--- config.mk ---
export PLATFORM = sky130hd
export DESIGN_NAME = min_max_decimation_pyramid
export DESIGN_NICKNAME = d
export VERILOG_FILES = /design/src/hdl/mmdp_pkg.sv /design/src/hdl/min_max_decimation_pyramid.sv /design/src/hdl/mmdp_ctrl.sv /design/src/hdl/mmdp_datapath.sv
export VERILOG_INCLUDE_DIRS = /design/src /design/src/hdl
export SDC_FILE = /design/constraint.sdc
export NUM_CORES = 1
export LEC_CHECK = 0
export BUFFER_PORTS_ARGS = -buffer_cell sky130_fd_sc_hd__buf_4
export CAP_MARGIN = 40
export CORE_MARGIN = 10
export CORE_UTILIZATION = 50
export DETAILED_ROUTE_END_ITERATION = 10
export HOLD_SLACK_MARGIN = 0.08
export PLACE_DENSITY = 0.69
export SLEW_MARGIN = 10
export SYNTH_ARGS = -nofsm -noshare
export SYNTH_HDL_FRONTEND = slang
export SYNTH_SLANG_ARGS = --single-unit
--- constraint.sdc ---
create_clock -name clk_i -period 4.85 [get_ports clk_i]
set_input_delay 0.485 -clock clk_i [delete_from_list [all_inputs] [get_ports clk_i]]
set_output_delay 0.485 -clock clk_i [all_outputs]
set_load 0.01 [all_outputs]
--- src/hdl/min_max_decimation_pyramid_defines.svh ---
// ----------------------------------------------------------------------------
// Min/max decimation pyramid: assertion macros
// Shared concurrent assertion wrappers, clocked on clk_i, off during reset.
// ----------------------------------------------------------------------------
`ifndef MIN_MAX_DECIMATION_PYRAMID_DEFINES_SVH
`define MIN_MAX_DECIMATION_PYRAMID_DEFINES_SVH

// Generic property, sampled on clk_i, ignored while rst_ni is low.
`define MMDP_ASSERT(lbl, prop, msg) \
  lbl: assert property (@(posedge clk_i) disable iff (!rst_ni) prop) \
    else $error(msg);

// Same-cycle implication.
`define MMDP_ASSERT_IMP(lbl, ante, cons, msg) \
  `MMDP_ASSERT(lbl, (ante) |-> (cons), msg)

// Next-cycle implication.
`define MMDP_ASSERT_NXT(lbl, ante, cons, msg) \
  `MMDP_ASSERT(lbl, (ante) |=> (cons), msg)

`endif

--- src/hdl/mmdp_pkg.sv ---
// ----------------------------------------------------------------------------
// Min/max decimation pyramid: package
// Fixed field widths, register indexes, controller states and the
// command/status bundles between controller and datapath.
// ----------------------------------------------------------------------------
package mmdp_pkg;

  localparam int unsigned LEVEL_W  = 4;   // level field of a result
  localparam int unsigned INDEX_W  = 24;  // block_index field of a result
  localparam int unsigned BASE_W   = 4;   // base_factor_log2 register
  localparam int unsigned LCOUNT_W = 5;   // level_count register
  localparam int unsigned CNT_W    = 32;  // sample counter
  localparam int unsigned LCMP_W   = 6;   // level compares, holds up to 63
  localparam int unsigned CFG_IDX_W = 1;

  localparam logic [CFG_IDX_W-1:0] CFG_BASE_LOG2   = 1'b0;
  localparam logic [CFG_IDX_W-1:0] CFG_LEVEL_COUNT = 1'b1;

  typedef enum logic {
    ST_IDLE,
    ST_CASCADE
  } ctrl_state_e;

  // controller -> datapath
  typedef struct packed {
    logic accept;  // take the sample on the input port
    logic step;    // emit one cascade entry into the output register
  } dp_cmd_t;

  // datapath -> controller
  typedef struct packed {
    logic blk_end;   // offered sample closes a level-0 block
    logic done;      // current cascade entry is the last one
    logic out_free;  // output register can take an entry this cycle
  } dp_sts_t;

endpackage

--- src/hdl/min_max_decimation_pyramid.sv ---
// ----------------------------------------------------------------------------
// Min/max decimation pyramid: top level
// Streams signed samples in, streams min/max summary entries out.
// ----------------------------------------------------------------------------
// Each sample updates a running min and max; every 2^base_factor_log2
// samples (counted from the last restart) the block closes and a cascade
// of entries goes out: level 0 first, then each higher level whose
// earlier half was already waiting, up to level_count levels; the final
// entry of a cascade has tlast set. Trailing partial blocks never show up.
// A sample that closes a block holds the sample port until its cascade
// of 1 to level_count entries (a level_count of zero acting as one and
// anything above MAX_LEVELS capped there) is written out; the cascade
// walks the levels one per cycle through a single output register, and
// downstream stalls hold it.
// The sample port is ready again as soon as the cascade is written out,
// even while the last entry still waits in the output register.
// Configuration: cfg_index_i 0 is base_factor_log2 (cfg_data_i[3:0]),
// 1 is level_count (cfg_data_i[4:0]); write only while idle.
// ----------------------------------------------------------------------------
module min_max_decimation_pyramid #(
  parameter int unsigned MAX_LEVELS   = 16,
  parameter int unsigned SAMPLE_WIDTH = 16
) (
  input  logic                                    clk_i,
  input  logic                                    rst_ni,
  // configuration write
  input  logic                                    cfg_valid_i,
  output logic                                    cfg_ready_o,
  input  logic [mmdp_pkg::CFG_IDX_W-1:0]          cfg_index_i,
  input  logic [mmdp_pkg::LCOUNT_W-1:0]           cfg_data_i,
  // sample stream
  input  logic                                    s_axis_tvalid_i,
  output logic                                    s_axis_tready_o,
  // tdata: sample (signed), zero padded to bytes
  input  logic [((SAMPLE_WIDTH+7)/8)*8-1:0]       s_axis_tdata_i,
  // tuser: restart
  input  logic                                    s_axis_tuser_i,
  // summary stream
  output logic                                    m_axis_tvalid_o,
  input  logic                                    m_axis_tready_i,
  // tdata: level[3:0], block_index[24], low peak, high peak, zero padded
  output logic [((mmdp_pkg::LEVEL_W+mmdp_pkg::INDEX_W+2*SAMPLE_WIDTH+7)/8)*8-1:0]
                                                  m_axis_tdata_o,
  output logic                                    m_axis_tlast_o
);
  import mmdp_pkg::*;

  localparam int unsigned OUT_W   = ((LEVEL_W + INDEX_W + 2*SAMPLE_WIDTH + 7) / 8) * 8;
  localparam int unsigned FIELD_W = LEVEL_W + INDEX_W + 2*SAMPLE_WIDTH;

  dp_cmd_t cmd;
  dp_sts_t sts;

  logic [LEVEL_W-1:0]             level;
  logic [INDEX_W-1:0]             block_index;
  logic signed [SAMPLE_WIDTH-1:0] lo_peak, hi_peak;
  logic signed [SAMPLE_WIDTH-1:0] sample;

  // config registers never stall
  assign cfg_ready_o = 1'b1;
  assign sample      = s_axis_tdata_i[SAMPLE_WIDTH-1:0];

  mmdp_ctrl u_ctrl (
    .clk_i      (clk_i),
    .rst_ni     (rst_ni),
    .in_valid_i (s_axis_tvalid_i),
    .in_ready_o (s_axis_tready_o),
    .sts_i      (sts),
    .cmd_o      (cmd)
  );

  mmdp_datapath #(
    .MAX_LEVELS   (MAX_LEVELS),
    .SAMPLE_WIDTH (SAMPLE_WIDTH)
  ) u_datapath (
    .clk_i         (clk_i),
    .rst_ni        (rst_ni),
    .cfg_we_i      (cfg_valid_i),
    .cfg_index_i   (cfg_index_i),
    .cfg_data_i    (cfg_data_i),
    .sample_i      (sample),
    .restart_i     (s_axis_tuser_i),
    .out_valid_o   (m_axis_tvalid_o),
    .out_ready_i   (m_axis_tready_i),
    .level_o       (level),
    .block_index_o (block_index),
    .lo_peak_o     (lo_peak),
    .hi_peak_o     (hi_peak),
    .last_o        (m_axis_tlast_o),
    .cmd_i         (cmd),
    .sts_o         (sts)
  );

  // pack lowest field first, pad upper bits with zeros
  assign m_axis_tdata_o = OUT_W'({hi_peak, lo_peak, block_index, level}) &
                          {{(OUT_W-FIELD_W){1'b0}}, {FIELD_W{1'b1}}};

endmodule

--- src/hdl/mmdp_ctrl.sv ---
// ----------------------------------------------------------------------------
// Min/max decimation pyramid: controller
// Takes samples while idle, then walks the cascade one entry per cycle while the output register is free.
// ----------------------------------------------------------------------------
`include "min_max_decimation_pyramid_defines.svh"

module mmdp_ctrl (
  input  logic              clk_i,
  input  logic              rst_ni,
  input  logic              in_valid_i,
  output logic              in_ready_o,
  input  mmdp_pkg::dp_sts_t sts_i,
  output mmdp_pkg::dp_cmd_t cmd_o
);
  import mmdp_pkg::*;

  ctrl_state_e state_q, state_d;

  always_ff @(posedge clk_i or negedge rst_ni) begin
    if (!rst_ni) begin
      state_q <= ST_IDLE;
    end else begin
      state_q <= state_d;
    end
  end

  always_comb begin
    state_d    = state_q;
    in_ready_o = 1'b0;
    cmd_o      = '0;
    unique case (state_q)
      ST_IDLE: begin
        in_ready_o   = 1'b1;
        cmd_o.accept = in_valid_i;
        if (in_valid_i && sts_i.blk_end) begin
          state_d = ST_CASCADE;
        end
      end
      ST_CASCADE: begin
        cmd_o.step = sts_i.out_free;
        if (sts_i.out_free && sts_i.done) begin
          state_d = ST_IDLE;
        end
      end
      default: state_d = ST_IDLE;
    endcase
  end

  `MMDP_ASSERT_NXT(a_blk_end_starts_cascade, cmd_o.accept && sts_i.blk_end, state_q == ST_CASCADE, "block end did not start a cascade")
  `MMDP_ASSERT_NXT(a_last_entry_ends_cascade, cmd_o.step && sts_i.done, state_q == ST_IDLE, "cascade did not end after its last entry")

endmodule

--- src/hdl/mmdp_datapath.sv ---
// ----------------------------------------------------------------------------
// Min/max decimation pyramid: datapath
// Config registers, sample counter, running and pending min/max, cascade
// merge and the output register.
// ----------------------------------------------------------------------------
`include "min_max_decimation_pyramid_defines.svh"

module mmdp_datapath #(
  parameter int unsigned MAX_LEVELS   = 16,
  parameter int unsigned SAMPLE_WIDTH = 16
) (
  input  logic                              clk_i,
  input  logic                              rst_ni,
  // config write
  input  logic                              cfg_we_i,
  input  logic [mmdp_pkg::CFG_IDX_W-1:0]    cfg_index_i,
  input  logic [mmdp_pkg::LCOUNT_W-1:0]     cfg_data_i,
  // input item
  input  logic signed [SAMPLE_WIDTH-1:0]    sample_i,
  input  logic                              restart_i,
  // result item
  output logic                              out_valid_o,
  input  logic                              out_ready_i,
  output logic [mmdp_pkg::LEVEL_W-1:0]      level_o,
  output logic [mmdp_pkg::INDEX_W-1:0]      block_index_o,
  output logic signed [SAMPLE_WIDTH-1:0]    lo_peak_o,
  output logic signed [SAMPLE_WIDTH-1:0]    hi_peak_o,
  output logic                              last_o,
  // control
  input  mmdp_pkg::dp_cmd_t                 cmd_i,
  output mmdp_pkg::dp_sts_t                 sts_o
);
  import mmdp_pkg::*;

  localparam int unsigned LW = (MAX_LEVELS > 1) ? $clog2(MAX_LEVELS) : 1;
  localparam logic signed [SAMPLE_WIDTH-1:0] MOST_POS = {1'b0, {(SAMPLE_WIDTH-1){1'b1}}};
  localparam logic signed [SAMPLE_WIDTH-1:0] MOST_NEG = {1'b1, {(SAMPLE_WIDTH-1){1'b0}}};
  localparam logic [LCMP_W-1:0] MAX_LEVELS_C = LCMP_W'(MAX_LEVELS);

  // config
  logic [BASE_W-1:0]   base_q;
  logic [LCOUNT_W-1:0] lcount_q;

  always_ff @(posedge clk_i or negedge rst_ni) begin
    if (!rst_ni) begin
      base_q   <= BASE_W'(1);
      lcount_q <= LCOUNT_W'(1);
    end else if (cfg_we_i) begin
      unique case (cfg_index_i)
        CFG_BASE_LOG2:   base_q   <= cfg_data_i[BASE_W-1:0];
        CFG_LEVEL_COUNT: lcount_q <= cfg_data_i;
        default: ;
      endcase
    end
  end

  // stream state
  logic [CNT_W-1:0]               cnt_q;
  logic signed [SAMPLE_WIDTH-1:0] run_min_q, run_max_q;
  logic [MAX_LEVELS-1:0]          half_q;
  logic signed [SAMPLE_WIDTH-1:0] pend_min_q [MAX_LEVELS];
  logic signed [SAMPLE_WIDTH-1:0] pend_max_q [MAX_LEVELS];

  // cascade state
  logic [LW-1:0]                  lvl_q;
  logic [CNT_W-1:0]               blk_q;
  logic signed [SAMPLE_WIDTH-1:0] cas_min_q, cas_max_q;

  // output register
  logic                           out_valid_q;
  logic [LEVEL_W-1:0]             level_q;
  logic [INDEX_W-1:0]             index_q;
  logic signed [SAMPLE_WIDTH-1:0] omin_q, omax_q;
  logic                           last_q;

  // sample side
  logic [CNT_W-1:0]               idx, low_mask;
  logic signed [SAMPLE_WIDTH-1:0] rmin, rmax;
  logic                           blk_end;

  always_comb begin
    idx      = restart_i ? '0 : cnt_q;
    low_mask = (CNT_W'(1) << base_q) - CNT_W'(1);
    blk_end  = (idx & low_mask) == low_mask;
    if (restart_i) begin
      rmin = sample_i;
      rmax = sample_i;
    end else begin
      rmin = (sample_i < run_min_q) ? sample_i : run_min_q;
      rmax = (sample_i > run_max_q) ? sample_i : run_max_q;
    end
  end

  // cascade side
  logic [LCMP_W-1:0]              levels_eff;
  logic                           lvl_ok;
  logic                           have_half;
  logic signed [SAMPLE_WIDTH-1:0] pmin, pmax;

  always_comb begin
    if (lcount_q == '0) begin
      levels_eff = LCMP_W'(1);
    end else if (LCMP_W'(lcount_q) > MAX_LEVELS_C) begin
      levels_eff = MAX_LEVELS_C;
    end else begin
      levels_eff = LCMP_W'(lcount_q);
    end
    lvl_ok    = (LCMP_W'(lvl_q) + LCMP_W'(1)) < levels_eff;
    have_half = half_q[lvl_q];
    pmin      = pend_min_q[lvl_q];
    pmax      = pend_max_q[lvl_q];
  end

  assign sts_o.blk_end  = blk_end;
  assign sts_o.done     = !(lvl_ok && have_half);
  assign sts_o.out_free = !out_valid_q || out_ready_i;

  always_ff @(posedge clk_i or negedge rst_ni) begin
    if (!rst_ni) begin
      cnt_q       <= '0;
      run_min_q   <= MOST_POS;
      run_max_q   <= MOST_NEG;
      half_q      <= '0;
      lvl_q       <= '0;
      out_valid_q <= 1'b0;
    end else begin
      if (cmd_i.accept) begin
        cnt_q <= idx + CNT_W'(1);
        if (restart_i) begin
          half_q <= '0;
        end
        if (blk_end) begin
          run_min_q <= MOST_POS;
          run_max_q <= MOST_NEG;
          lvl_q     <= '0;
        end else begin
          run_min_q <= rmin;
          run_max_q <= rmax;
        end
      end
      if (cmd_i.step) begin
        out_valid_q <= 1'b1;
        if (lvl_ok) begin
          half_q[lvl_q] <= !have_half;
        end
        if (lvl_ok && have_half) begin
          lvl_q <= lvl_q + LW'(1);
        end
      end else if (out_ready_i) begin
        out_valid_q <= 1'b0;
      end
    end
  end

  // payload, no reset
  always_ff @(posedge clk_i) begin
    if (cmd_i.accept && blk_end) begin
      cas_min_q <= rmin;
      cas_max_q <= rmax;
      blk_q     <= idx >> base_q;
    end
    if (cmd_i.step) begin
      level_q <= LEVEL_W'(lvl_q);
      index_q <= blk_q[INDEX_W-1:0];
      omin_q  <= cas_min_q;
      omax_q  <= cas_max_q;
      last_q  <= !(lvl_ok && have_half);
      blk_q   <= blk_q >> 1;
      if (lvl_ok && have_half) begin
        // merge with the earlier half waiting at this level
        if (pmin < cas_min_q) cas_min_q <= pmin;
        if (pmax > cas_max_q) cas_max_q <= pmax;
      end else if (lvl_ok) begin
        pend_min_q[lvl_q] <= cas_min_q;
        pend_max_q[lvl_q] <= cas_max_q;
      end
    end
  end

  assign out_valid_o   = out_valid_q;
  assign level_o       = level_q;
  assign block_index_o = index_q;
  assign lo_peak_o     = omin_q;
  assign hi_peak_o     = omax_q;
  assign last_o        = last_q;

  `MMDP_ASSERT_IMP(a_step_needs_free_out, cmd_i.step, !out_valid_q || out_ready_i, "cascade step into a full output register")
  `MMDP_ASSERT_IMP(a_level_in_range, cmd_i.step, LCMP_W'(lvl_q) < levels_eff, "cascade level beyond level count")

endmodule

==> out/summary.md <==
The tools report the remaining max-slew budget at the tightest pin as 39.48%. The number of max-cap violations was 0. The global routing stage identified its most utilized layer as met2. The switching power total is 3.390 mW.

Yosys mapped a number of flops with a built-in enable equal to 604. In this run the deepest clock path goes through 3 buffers. The congestion estimate from routability-driven global placement came to 0.8777.

The floorplan step set the die width to 274.2 microns. In this run the register-to-register setup slack is 0.65 ns. Clock tree synthesis inserted a total of 77 buffers. Net switching is 23.73% of the power. Entering global routing, the biggest net connects 68 pins.

The run gives 64230 sq um as the core region area. The async set-or-reset flop fraction in the synthesized netlist is 12.98%, and the DRC violation count after routing is 0. The share of the clock period used by the worst path after layout was 86.58%. The first routing iteration left 1948 violations.

The number of antenna diodes in the final layout is 0. Global routing used 27.72% of the available met1 tracks. Internal power comes to 10.90 mW. The routed length per instance is 25.43 microns.

Among cell families on the critical path, the largest total delay comes from multiplexers. Fill cells in the final layout number 4875. At the end of the flow, the number of nets in the layout was 2214.

The top fanout value on the critical path is 45, and the area share of the leading cell type in the synthesized netlist is 56.15%. TritonCTS built the clock tree. For this run the aggregate overflow at the end of global routing stands at 0.

Among all stages on the critical path, the largest delay is contributed by sky130_fd_sc_hd__mux4_2. STA classifies the critical path startpoint as a flop. The CTS root buffer is sky130_fd_sc_hd__clkbuf_16.

Counting I/O delays and the setup requirement, the final critical path takes 4.199 ns. For this run, the slowest stage of the critical path takes 0.55 ns. By area the synthesized netlist is led by sky130_fd_sc_hd__edfxtp_1, sky130_fd_sc_hd__mux4_2, sky130_fd_sc_hd__dfrtp_1, sky130_fd_sc_hd__ha_1, sky130_fd_sc_hd__mux2i_1. The type of the worst setup path is reg -> reg. At the worst endpoint, the required time is 5.37 ns. For this design the ratio of total power to cell area is 388.5 nW/um^2. Proportion of power drawn by the clock network: 41.3%. The run gives 18630 as the via count of the first global-routing pass.

The number of placement rows was 93; the share of power burned in combinational logic was 9.1%. Post-CTS repair changed the size of 0 cells. Counting both buffers and inverters, the worst setup path holds a total of 2.

The most common cell type on the critical path is sky130_fd_sc_hd__mux4_2. The cell area that synthesis handed to floorplanning was 32300 sq um. The die covers 75170 sq um. For the total power after layout, the log shows 14.29 mW. For this run, the total global-route usage over all layers was measured as 20.54%. Summed over all nets, the half-perimeter wirelength after detailed placement is 45530 microns. The run gives 77120 microns as the total detailed-routing wirelength. Clock skew on the completed layout was measured at 0.04605 ns. The H-tree was split into 3 levels. The clock-pin slew on the worst setup and hold paths works out to 0.06 ns. The logs give 0 ns for the final sum of negative setup slack and 0 for the hold violation count in the final report. The flow ran to the end, and the final reports show no timing, DRC or antenna violations. Setup violations remaining at the end of the flow were counted as 0.

The vertical extent of the die is 274.2 microns, and the routed via count divided by cell count is 6.115. The total of flip-flops plus latches after synthesis is 732. The worst setup path is captured at a flop. The top cell type by total area after synthesis was sky130_fd_sc_hd__edfxtp_1. Based on the critical path, the design can be clocked at up to 0.2381 GHz.

The commonest cells after synthesis are sky130_fd_sc_hd__edfxtp_1, sky130_fd_sc_hd__mux4_2, sky130_fd_sc_hd__nand2_1. The logs give 0.3458 mV for the worst voltage drop across the vdd grid and 2009 for the number of standard cells after synthesis. Cells with a size suffix above 1 make up 24.84% of the layout. CTS saw 732 sinks. During placement, the flow inserted port buffers numbering 90. Utilization after layout: 57.25%. The kind of path behind the tightest hold check was in -> reg. The count of pins over their slew limit came out at 0. The relative contribution of sequential cells to total power is 49.6%.

Setup repair after global routing left no endpoint under its margin. sky130_fd_sc_hd__edfxtp_1 is the most common cell in the netlist. During synthesis, Yosys emitted a total of 0 warnings.

The initial cell density of the core came out at 50.29%. The flip-flop cell with the highest count after synthesis was sky130_fd_sc_hd__edfxtp_1. The global-route wire length before repair is 117100 microns, and the residual antenna-violating net count after detailed routing is 0. Data on the critical path arrives at its endpoint at 4.72 ns.

At the later pin of the worst-skew pair, clock insertion delay measures 0.64 ns. The logs give 65.63% for the part of the Yosys area used for sequential elements and 18550 for the total number of vias. For this design the static power due to leakage is 11.81 nW.

The I/O pin count is 96. Met2 track utilization from global routing: 33.79%. At the pin with the least slew margin, the transition time is 0.9057 ns. From synthesis to final layout, the design area changed by 13.85%.

The tools report the number of antenna violations at the first check in global routing as 6. For met3 alone, demand over resource in global routing was 3.659%. A synthesized cell averages 16.08 sq um. After synthesis, the netlist uses 88 different library cells. The first TritonRoute pass finished after 7 iterations. The critical path goes through buf_12, mux4_2, mux4_2, ha_1, nand3_1, o21bai_1, a2111oi_0, nor3_1, o221ai_1, nor3_4, buf_8, mux2_2.
## power by group through the flow
stage | registers [mW] | clock network [mW] | logic (mW)
after floorplan | 7.14 | 0 | 1.01
after global placement | 7.20 | 0 | 1.26
after detailed placement | 7.21 | 0 | 1.29
after CTS | 7.08 | 5.99 | 1.30
after global routing | 7.10 | 6.25 | 1.45
final | 7.09 | 5.89 | 1.30
## metal layers
layer  part of all wire [%]  wire (microns)  up-vias
li1                       -               -     8108
met5                  0.086              66        -
met2                     49           37660      680
met3                    6.5            4999      157
met1                     42           32340     9593
met4                    2.7            2056       10
## cell usage in the layout, fill, tap and decap left out, drive strengths merged, types with 72 or more instances in the layout
cell type and n:
dfrtp 77, ha 73, mux2i 72, buf 148
edfxtp 604, nor2 77, mux4 167, a21oi 91
inv 85, nand2 102, clkbuf 103, o21ai 88
## stage by stage
stage,hold WS (ns),std cells,worst slack [ns],cell area (sq um)
finish,0.1291,3033,0.6509,36780
global route,0.1175,3033,0.3967,36780
CTS,0.1076,3033,0.6214,36780
detailed placement,0.4098,2886,0.6257,34190
global placement,0.4076,2882,0.5006,34120
floorplan,0.1894,2012,0.3518,32310
## layout make-up
class / instances / area (sq um) / area share (%)
clock inverters: 41 / 456.7 / 1.242
multi-input cells: 1069 / 10320 / 28.07
clock buffers: 103 / 2096 / 5.699
flip-flops and latches: 732 / 21210 / 57.68
well taps: 855 / 1070 / 2.909
inverters: 82 / 310.3 / 0.8438
repair buffers: 151 / 1306 / 3.552
## path summary, 6_finish.rpt
check | start | to | depth (start not counted)
max | u_datapath.lvl_q[0] | u_datapath.cas_max_q[2] | 12
min | cfg_data_i[2] | u_datapath.lcount_q[2] | 2
max reg2reg | u_datapath.lvl_q[0] | u_datapath.cas_max_q[2] | 12
min reg2reg | u_datapath.blk_q[0] | u_datapath.block_index_o[0] | 0
max in group asynchronous | rst_ni | u_datapath.lvl_q[1] | 3
min in group asynchronous | rst_ni | u_datapath.cnt_q[13] | 2
## cell families after synthesis
kind of cell	Yosys count	synth area share, %
buf+inv	211	2.882
fa+ha+maj	73	2.828
flops	732	65.63
mux	289	15.87
compound gates	330	6.573
simple gates	344	5.435
other cells	2	0.02325
xor+xnor	28	0.7592
## timing repair
action,CTS,global route
hold buffers,3,0
buffers inserted,0,0
hold endpoints to repair,33,0
## sequential cells by signal, summed over array words and instances, names as in the netlist, 5 cells and up
name,count
u_datapath.blk_q,32
u_datapath.block_index_o,24
u_datapath.cas_max_q,16
u_datapath.cas_min_q,16
u_datapath.cnt_q,32
u_datapath.half_q,16
u_datapath.hi_peak_o,16
u_datapath.lcount_q,5
u_datapath.lo_peak_o,16
u_datapath.pend_max_q,256
u_datapath.pend_min_q,256
u_datapath.run_max_q,16
u_datapath.run_min_q,16
Note: power is estimated with default switching activity, not from simulation.
